**src/hw/rtl/sat_pkg.sv**
```systemverilog
// shared types, constants and helpers of the sorted alarm timer queue
package sat_pkg;

	localparam int QUEUE_DEPTH = 16;

	localparam logic [1:0] RES_ACCEPT  = 2'd0;
	localparam logic [1:0] RES_REJECT  = 2'd1;
	localparam logic [1:0] RES_EXPIRED = 2'd2;

	localparam logic KIND_TICK   = 1'b0;
	localparam logic KIND_INSERT = 1'b1;

	typedef struct packed {
		logic        kind;
		logic [15:0] delay_seconds;
		logic [7:0]  tag;
	} in_t;

	typedef struct packed {
		logic [1:0]  event_res;
		logic [7:0]  tag_out;
		logic [15:0] delay_out;
		logic        last;
	} out_t;

	typedef struct packed {
		logic        valid;
		logic [31:0] expiry;
		logic [7:0]  tag;
		logic [15:0] delay;
	} entry_t;

	typedef enum logic [1:0] {
		OP_HOLD,
		OP_INSERT,
		OP_SHIFT
	} cell_op_t;

	typedef struct packed {
		cell_op_t    op;
		logic [31:0] expiry;
		logic [7:0]  tag;
		logic [15:0] delay;
	} cell_ctl_t;

	typedef enum logic {
		ST_IDLE,
		ST_POP
	} state_t;

	// a at or before b, modulo 2^32
	function automatic logic at_or_before(input logic [31:0] a, input logic [31:0] b);
		logic [31:0] diff;
		diff = b - a;
		return ~diff[31];
	endfunction

endpackage

```
**src/hw/rtl/sat_cell.sv**
```systemverilog
// one slot of the sorted alarm chain
module sat_cell import sat_pkg::*; (
	input  logic      clk,
	input  logic      arst_n,
	input  cell_ctl_t ctl,
	input  entry_t    prev_entry,
	input  logic      prev_hit,
	input  entry_t    next_entry,
	output entry_t    entry,
	output logic      hit
);

	logic        valid_q;
	logic [31:0] expiry_q;
	logic [7:0]  tag_q;
	logic [15:0] delay_q;

	assign entry = '{valid: valid_q, expiry: expiry_q, tag: tag_q, delay: delay_q};

	// new alarm belongs at or before this slot
	assign hit = ~valid_q | at_or_before(ctl.expiry, expiry_q);

	always_ff @(posedge clk or negedge arst_n) begin
		if (!arst_n) begin
			valid_q <= 1'b0;
		end else begin
			case (ctl.op)
				OP_INSERT: begin
					if (hit) begin
						valid_q <= prev_hit ? prev_entry.valid : 1'b1;
					end
				end
				OP_SHIFT: begin
					valid_q <= next_entry.valid;
				end
				default: begin
				end
			endcase
		end
	end

	always_ff @(posedge clk) begin
		case (ctl.op)
			OP_INSERT: begin
				if (hit) begin
					if (prev_hit) begin
						expiry_q <= prev_entry.expiry;
						tag_q    <= prev_entry.tag;
						delay_q  <= prev_entry.delay;
					end else begin
						expiry_q <= ctl.expiry;
						tag_q    <= ctl.tag;
						delay_q  <= ctl.delay;
					end
				end
			end
			OP_SHIFT: begin
				expiry_q <= next_entry.expiry;
				tag_q    <= next_entry.tag;
				delay_q  <= next_entry.delay;
			end
			default: begin
			end
		endcase
	end

endmodule

```
**src/hw/rtl/sorted_alarm_timer_queue_top.sv**
```systemverilog
// top level of the sorted alarm timer queue: cell chain, sequencer and output register
// Holds up to QUEUE_DEPTH alarms in a chain of cells kept sorted by expiry,
// newest first among equal expiries, plus a 32-bit seconds counter. An insert
// word is placed with every cell deciding from its neighbor alone, and is
// answered with one accepted or rejected word in the next cycle. A tick word
// bumps the time, then pops the head of the chain once per due alarm,
// shifting the whole chain by one cell each pop and waiting while the output
// is stalled. One word is in work at a time; the next is taken once the
// sequencer is idle and the output register is free or being drained.
module sorted_alarm_timer_queue_top import sat_pkg::*; (
	input  logic clk,
	input  logic arst_n,
	input  logic in_valid,
	output logic in_ready,
	input  in_t  in_data,
	output logic out_valid,
	input  logic out_ready,
	output out_t out_data
);

	state_t      state_q, state_d;
	logic [31:0] time_q;
	logic        out_valid_q;
	out_t        out_data_q, out_data_d;
	logic        load_out;
	logic        out_free;
	logic        take_in;
	logic        head_due, next_due, full;
	cell_ctl_t   ctl;
	cell_op_t    op;

	entry_t      cell_entry [QUEUE_DEPTH];
	logic        cell_hit   [QUEUE_DEPTH];

	genvar gi;
	generate
		for (gi = 0; gi < QUEUE_DEPTH; gi++) begin : g_cell
			entry_t prev_e, next_e;
			logic   prev_h;
			if (gi == 0) begin : g_first
				assign prev_e = '0;
				assign prev_h = 1'b0;
			end else begin : g_mid
				assign prev_e = cell_entry[gi-1];
				assign prev_h = cell_hit[gi-1];
			end
			if (gi == QUEUE_DEPTH - 1) begin : g_end
				assign next_e = '0;
			end else begin : g_more
				assign next_e = cell_entry[gi+1];
			end
			sat_cell u_cell (
				.clk        (clk),
				.arst_n     (arst_n),
				.ctl        (ctl),
				.prev_entry (prev_e),
				.prev_hit   (prev_h),
				.next_entry (next_e),
				.entry      (cell_entry[gi]),
				.hit        (cell_hit[gi])
			);
			if (gi == 1) begin : g_next_due
				assign next_due = cell_entry[1].valid
					& at_or_before(cell_entry[1].expiry, time_q);
			end
		end
		if (QUEUE_DEPTH == 1) begin : g_single
			assign next_due = 1'b0;
		end
	endgenerate

	assign full     = cell_entry[QUEUE_DEPTH-1].valid;
	assign head_due = cell_entry[0].valid & at_or_before(cell_entry[0].expiry, time_q);
	assign out_free = ~out_valid_q | out_ready;
	assign in_ready = (state_q == ST_IDLE) & out_free;
	assign take_in  = in_valid & in_ready;

	assign ctl = '{op: op, expiry: time_q + {16'd0, in_data.delay_seconds},
		tag: in_data.tag, delay: in_data.delay_seconds};

	always_comb begin
		state_d    = state_q;
		op         = OP_HOLD;
		load_out   = 1'b0;
		out_data_d = out_data_q;
		case (state_q)
			ST_IDLE: begin
				if (take_in) begin
					if (in_data.kind == KIND_INSERT) begin
						load_out   = 1'b1;
						out_data_d = '{event_res: full ? RES_REJECT : RES_ACCEPT,
							tag_out: in_data.tag, delay_out: in_data.delay_seconds,
							last: 1'b1};
						if (!full) begin
							op = OP_INSERT;
						end
					end else begin
						state_d = ST_POP;
					end
				end
			end
			ST_POP: begin
				if (!head_due) begin
					state_d = ST_IDLE;
				end else if (out_free) begin
					load_out   = 1'b1;
					op         = OP_SHIFT;
					out_data_d = '{event_res: RES_EXPIRED, tag_out: cell_entry[0].tag,
						delay_out: cell_entry[0].delay, last: ~next_due};
					if (!next_due) begin
						state_d = ST_IDLE;
					end
				end
			end
			default: begin
				state_d = ST_IDLE;
			end
		endcase
	end

	always_ff @(posedge clk or negedge arst_n) begin
		if (!arst_n) begin
			state_q     <= ST_IDLE;
			time_q      <= '0;
			out_valid_q <= 1'b0;
		end else begin
			state_q <= state_d;
			if (take_in && in_data.kind == KIND_TICK) begin
				time_q <= time_q + 32'd1;
			end
			if (load_out) begin
				out_valid_q <= 1'b1;
			end else if (out_ready) begin
				out_valid_q <= 1'b0;
			end
		end
	end

	always_ff @(posedge clk) begin
		if (load_out) begin
			out_data_q <= out_data_d;
		end
	end

	assign out_valid = out_valid_q;
	assign out_data  = out_data_q;

endmodule

```
**config.mk**
```make
export PLATFORM = sky130hd
export DESIGN_NAME = sorted_alarm_timer_queue_top
export DESIGN_NICKNAME = d
export VERILOG_FILES = /design/src/hw/rtl/sat_pkg.sv /design/src/hw/rtl/sat_cell.sv /design/src/hw/rtl/sorted_alarm_timer_queue_top.sv
export SDC_FILE = /design/constraint.sdc
export NUM_CORES = 2
export LEC_CHECK = 0
export BUFFER_PORTS_ARGS = -buffer_cell sky130_fd_sc_hd__buf_2
export CORE_MARGIN = 2
export CORE_UTILIZATION = 47
export CTS_CLUSTER_DIAMETER = 100
export DETAILED_ROUTE_END_ITERATION = 8
export GPL_TIMING_DRIVEN = 0
export PLACE_DENSITY_LB_ADDON = 0.25
export SYNTH_ARGS = -nofsm -noshare
export SYNTH_HDL_FRONTEND = slang
export SYNTH_HIERARCHICAL = 1
export SYNTH_SLANG_ARGS = --single-unit
```
**constraint.sdc**
```tcl
create_clock -name clk -period 25.4 [get_ports clk]
set_input_delay 6.35 -clock clk [delete_from_list [all_inputs] [get_ports clk]]
set_output_delay 6.35 -clock clk [all_outputs]
set_load 0.02 [all_outputs]
```
# Word-level counts from Yosys, hierarchy flattened
# Index checks and enable logic that the tools add are counted.
[word_totals] inputBits=29 regBits=973 out_inout_bits=29 word_cells=405
[classes] reduce_logical=20 add_sub_neg=20 n_mux=213 bitwise=59 eq_ne=22
[op_table] operator="$pmux W32 S2" count=16
[op_table] operator="$mux W32" count=31
[op_table] operator="$sub A32 B32 Y32" count=18
[op_table] operator="$pmux W16 S2" count=16
[op_table] operator="$mux W16" count=31
[op_table] operator="$pmux W8 S2" count=16
[op_table] operator="$mux W8" count=31
[op_table] operator="$mux W27" count=4
[op_table] operator="$pmux W27 S2" count=1
[op_table] operator="$mux W1" count=46
[op_table] operator="$not A1 Y1" count=38
[op_table] operator="$ne A2 B1 Y1 const B" count=18
[op_table] operator="$pmux W1 S2" count=18
[op_table] operator="$add A32 B1 Y32 const B" count=1
[op_table] operator="$add A32 B16 Y32" count=1
[op_table] operator="$reduce_and A2 Y1" count=16
[op_table] operator="$or A1 B1 Y1" count=17
[op_table] operator="$reduce_and A5 Y1" count=1
[op_table] operator="$and A1 B1 Y1" count=4
[op_table] operator="$mux W2" count=2
[op_table] operator="$ne A2 B2 Y1 const B" count=2
[op_table] operator="$pmux W2 S2" count=1
[op_table] operator="$reduce_bool A2 Y1" count=2
[op_table] operator="$eq A2 B1 Y1 const B" count=1
[op_table] operator="other kinds (2)" count=2

# Logic depth before layout (Yosys ltp)
[depth] word_depth=9 mapped_depth=23 mapped_depth_nobuf=23

# Hierarchy
# The synthesis kept the hierarchy.
[modules_own_cells] mod="sat_cell" n_inst=16 seq_area_each_um2=1706.6 cells_per_inst=372 area_each_um2=3701.0
[modules_own_cells] mod="sorted_alarm_timer_queue_top" n_inst=1 seq_area_each_um2=1661.6 cells_per_inst=561 area_each_um2=5250.0

# Worst setup path after synthesis
# Ideal clock, no wire load.
[synth_path] path_type="input port to flip-flop" start="input port out_ready" end="register g_cell[0].u_cell.delay_q[0] (enable)" path_buffers=1 slack_ns=9.482 setup_ns=0.560 required_time_ns=24.840 t_arrival_ns=15.357 cell_stages=5 path_cell_list="nor2b_1 -> buf_6 -> nor3_1 -> nand2_1 -> a221oi_1"
[synth_rtl] element="start, declared" line="sorted_alarm_timer_queue_top.sv:17" text="input logic out_ready,"
[synth_rtl] element="end signal, assigned" line="sat_cell.sv:49" text="delay_q <= prev_entry.delay;"
[synth_rtl] element="end signal, assigned" line="sat_cell.sv:53" text="delay_q <= ctl.delay;"
[synth_rtl] element="end signal, assigned" line="sat_cell.sv:60" text="delay_q <= next_entry.delay;"
[synth_rtl] element="end, declared" line="sat_cell.sv:16" text="logic [15:0] delay_q;"

# Worst setup path in the final report
[layout_path] start="input port out_ready" end="output port in_ready"
[layout_between] elab_chain_cells=2
[layout_lines] element="$or A1 B1 Y1" line="sorted_alarm_timer_queue_top.sv:74" text="assign out_free = ~out_valid_q | out_ready;"
[layout_lines] element="$and A1 B1 Y1" line="sorted_alarm_timer_queue_top.sv:75" text="assign in_ready = (state_q == ST_IDLE) & out_free;"
[layout_lines] element="end, declared" line="sorted_alarm_timer_queue_top.sv:14" text="output logic in_ready,"
# Every way passes these cells.

==> results.md <==
* Hold path depth at 0
* Worst-Skew Late Latency at 0.72 ns
* R2R cell count at 22
* Pwr dens at ~67 nW/um2
* Max-slew headroom at 0.202
* Max Fclk at 74.8 MHz
* Startpoint Class: input port
* Tcrit/Tclk final at 0.526
* Post-layout min period at 13.37 ns
* Crit Path Class: in -> out
* Reg power frac at 0.403
* Net Sw Power at 0.00148 W
* Area Growth Syn to Fin at 13.1%
* CTS tree: yes
* Nets at 7446
* IR drop worst, VDD at 54.4 uV
* Largest net degree at the start of global routing at between 50 and 60
* Slew Limit Fails at 0
* Gr busiest metal: met2
* Die area at 140000 um2
* Final instance area at 72900 um2
* Syn Area/Cell at about 10 um2
* Reg clk slew, reported paths at 0.06 ns
* Crit end category: output pin
* Post-CTS Resized at 0
* Starting density of the core at 0.475
* # DRC at 0
* 1st-iter DRT viols at 3748
* Root Driver: clkbuf_16
* M1 GR Usage at 0.321
* Crit Path Max Fanout at 7
* GPL Wtd Cong at 0.891
* Worst Path Required at 19.05 ns
* RSZ-0062 raised after global routing: no
* IO Pins at a little under 60
* GRT overflow at 0
* Final Non-Filler Cells at slightly below 9000
* Register Area at between 20000 and 30000 um2
* Vias in the first global route at 46988
* Core Region at approximately 140000 um2
* DR pass1 iterations at 5
* Die X at 374 um
* Area of the multi-input gates at between 30000 and 40000 um2
* Hold buffer count at CTS at 0
* Final worst slack at 12.03 ns
* Post-route ant nets at 0
* Synthesized area at 64500 um2
* DR WL/cell at roughly 19 um
* Met3 usage in global routing at 0.0247
* Post-CTS setup buffer count at 0
* Final Hold Violating Endpoints at 0
* Status: finished clean
* Die height at 374 um
* Vias per cell at around 5.5
* Max-cap violations at 0
* Detailed-route via count at 47926
* Internal at 0.00340 W
* Clock Path Buffers at 3
* Combinational power share at 0.254
* CTS buffer count at 110
* Placed Cells at between 8000 and 9000
* Met2 Use GR at 0.368
* Placement row count at ~140
* Initial antenna violation count at 1
* IO buf count at 57
* Mapped Cells at between 6000 and 7000
* Worst Skew at 0.0158 ns
* Placed inst area at 69100 um2
* Slew @ Worst Pin at 1.20 ns
* Critical Path Most Common Cell: buf_2
* Clock power frac at 0.342
* Worst EP arrival at 7.02 ns
* Final Util at 0.537
* Static leakage at a little over 30 nW
* GRT Total Usage at 0.231
* Sum Neg Setup Slack at 0 ns
* Placed wire-length estimate at 133 mm
* Slowest-stage cell, CP: buf_6
* H-tree Lvls at 3
* Switching Share at 0.304
* Pre-CTS setup slack at 11.61 ns
* Filler Cell Count at 12193
* Share of cells above drive strength 1 at 0.0788
* TritonCTS Sinks at ~970
* Min-delay worst type: reg -> reg
* ANT cells at 0
* Crit-path max cell delay at 0.18 ns
* Final wirelength at 167 mm
* First-pass GRT wire length at approximately 260 mm
* CP Cell Sequence: buf_2, nor2b_1, buf_6, nor2_1, buf_2
* Synth warn at 6
* Final setup violation count at 0
## routing by layer
layer	part of all wire	vias up	wire length, um
met3	0.051	271	8440
met2	0.45	1275	74800
met1	0.46	22468	76100
met4	0.043	2	7230
met5	0.000078	-	13
li1	-	23910	-
## through the flow
stage | hold slack [ns] | power (W)
6_report | 0.450 | 0.00489
3_5_place_dp | 0.436 | 0.00324
4_1_cts | 0.452 | 0.00491
5_1_grt | 0.463 | 0.00514
2_1_floorplan | 0.423 | 0.00289
3_3_place_gp | 0.440 | 0.00318
## cells in the final DEF, fill, tap and decap left out, types with 14 or more instances in the layout
| cell type | instances |
|---|---|
| a221oi_2 | 16 |
| a21oi_1 | 1159 |
| and3_1 | 23 |
| inv_1 | 566 |
| and4_1 | 21 |
| o41ai_1 | 17 |
| o21ai_1 | 65 |
| bufinv_16 | 19 |
| buf_4 | 18 |
| xor2_4 | 14 |
| clkbuf_16 | 112 |
| clkbuf_1 | 199 |
| nand2_1 | 312 |
| o22ai_1 | 16 |
| xnor2_1 | 53 |
| dfrtp_1 | 50 |
| nor3_1 | 19 |
| mux2i_1 | 912 |
| nor2b_1 | 38 |
| nand3_1 | 42 |
| o21ai_0 | 64 |
| and4_4 | 16 |
| o211ai_1 | 19 |
| buf_1 | 48 |
| a221oi_4 | 16 |
| a311o_1 | 17 |
| edfxtp_1 | 923 |
| conb_1 | 117 |
| buf_6 | 18 |
| mux2_2 | 23 |
| ha_1 | 557 |
| nand2b_1 | 21 |
| buf_2 | 136 |
| clkinv_2 | 26 |
| clkinv_1 | 23 |
| buf_8 | 29 |
| nor2_1 | 1031 |
| a21oi_2 | 48 |
| nand4_1 | 30 |
## critical path: cells and delay by family
| family | cells | cell delay (ns) |
|---|---|---|
| buffers and inverters | 3 | 0.45 |
| AND/OR/NAND/NOR | 2 | 0.21 |
## flip-flops by register name, indices dropped and copies added, names as in the netlist
register,cells
g_cell.u_cell/delay_q,256
g_cell.u_cell/valid_q,16
out_data,27
g_cell.u_cell/expiry_q,512
state_q,1
g_cell.u_cell/tag_q,128
time_q,32
out_valid,1
## path summary, 6_finish.rpt
kind                                             from  slack (ns)                                       end
min in group asynchronous                      arst_n        5.67                    time_q[22]$_DFFE_PN0P_
worst min-delay path                state_q$_DFF_PN0_        0.45                    out_data[26]$_DFFE_PP_
worst max register to register  time_q[0]$_DFFE_PN0P_       17.97  g_cell[14].u_cell/expiry_q[15]$_DFFE_PP_
max in group asynchronous                      arst_n       19.19     g_cell[11].u_cell/valid_q$_DFFE_PN0P_
worst min register to register      state_q$_DFF_PN0_        0.45                    out_data[26]$_DFFE_PP_
worst max-delay path                        out_ready       12.03                                  in_ready
## power by group through the flow
stage	clock [W]	combinational [W]	sequential (W)
after global placement	0	0.00116	0.00201
after detailed placement	0	0.00123	0.00200
final	0.00167	0.00124	0.00197
after floorplan	0	0.000902	0.00199
after CTS	0.00170	0.00124	0.00197
after global routing	0.00176	0.00139	0.00198
## layout make-up
class | count | share of cell area
Buffer | 331 | 0.0193
Clock buffer | 125 | 0.0391
Clock inverter | 81 | 0.0129
Inverter | 566 | 0.0291
Multi-Input combinational cell | 4758 | 0.454
Sequential cell | 973 | 0.397
Tap cell | 1781 | 0.0306
Timing Repair Buffer | 119 | 0.0180
Power figures use the tool's default switching activity.
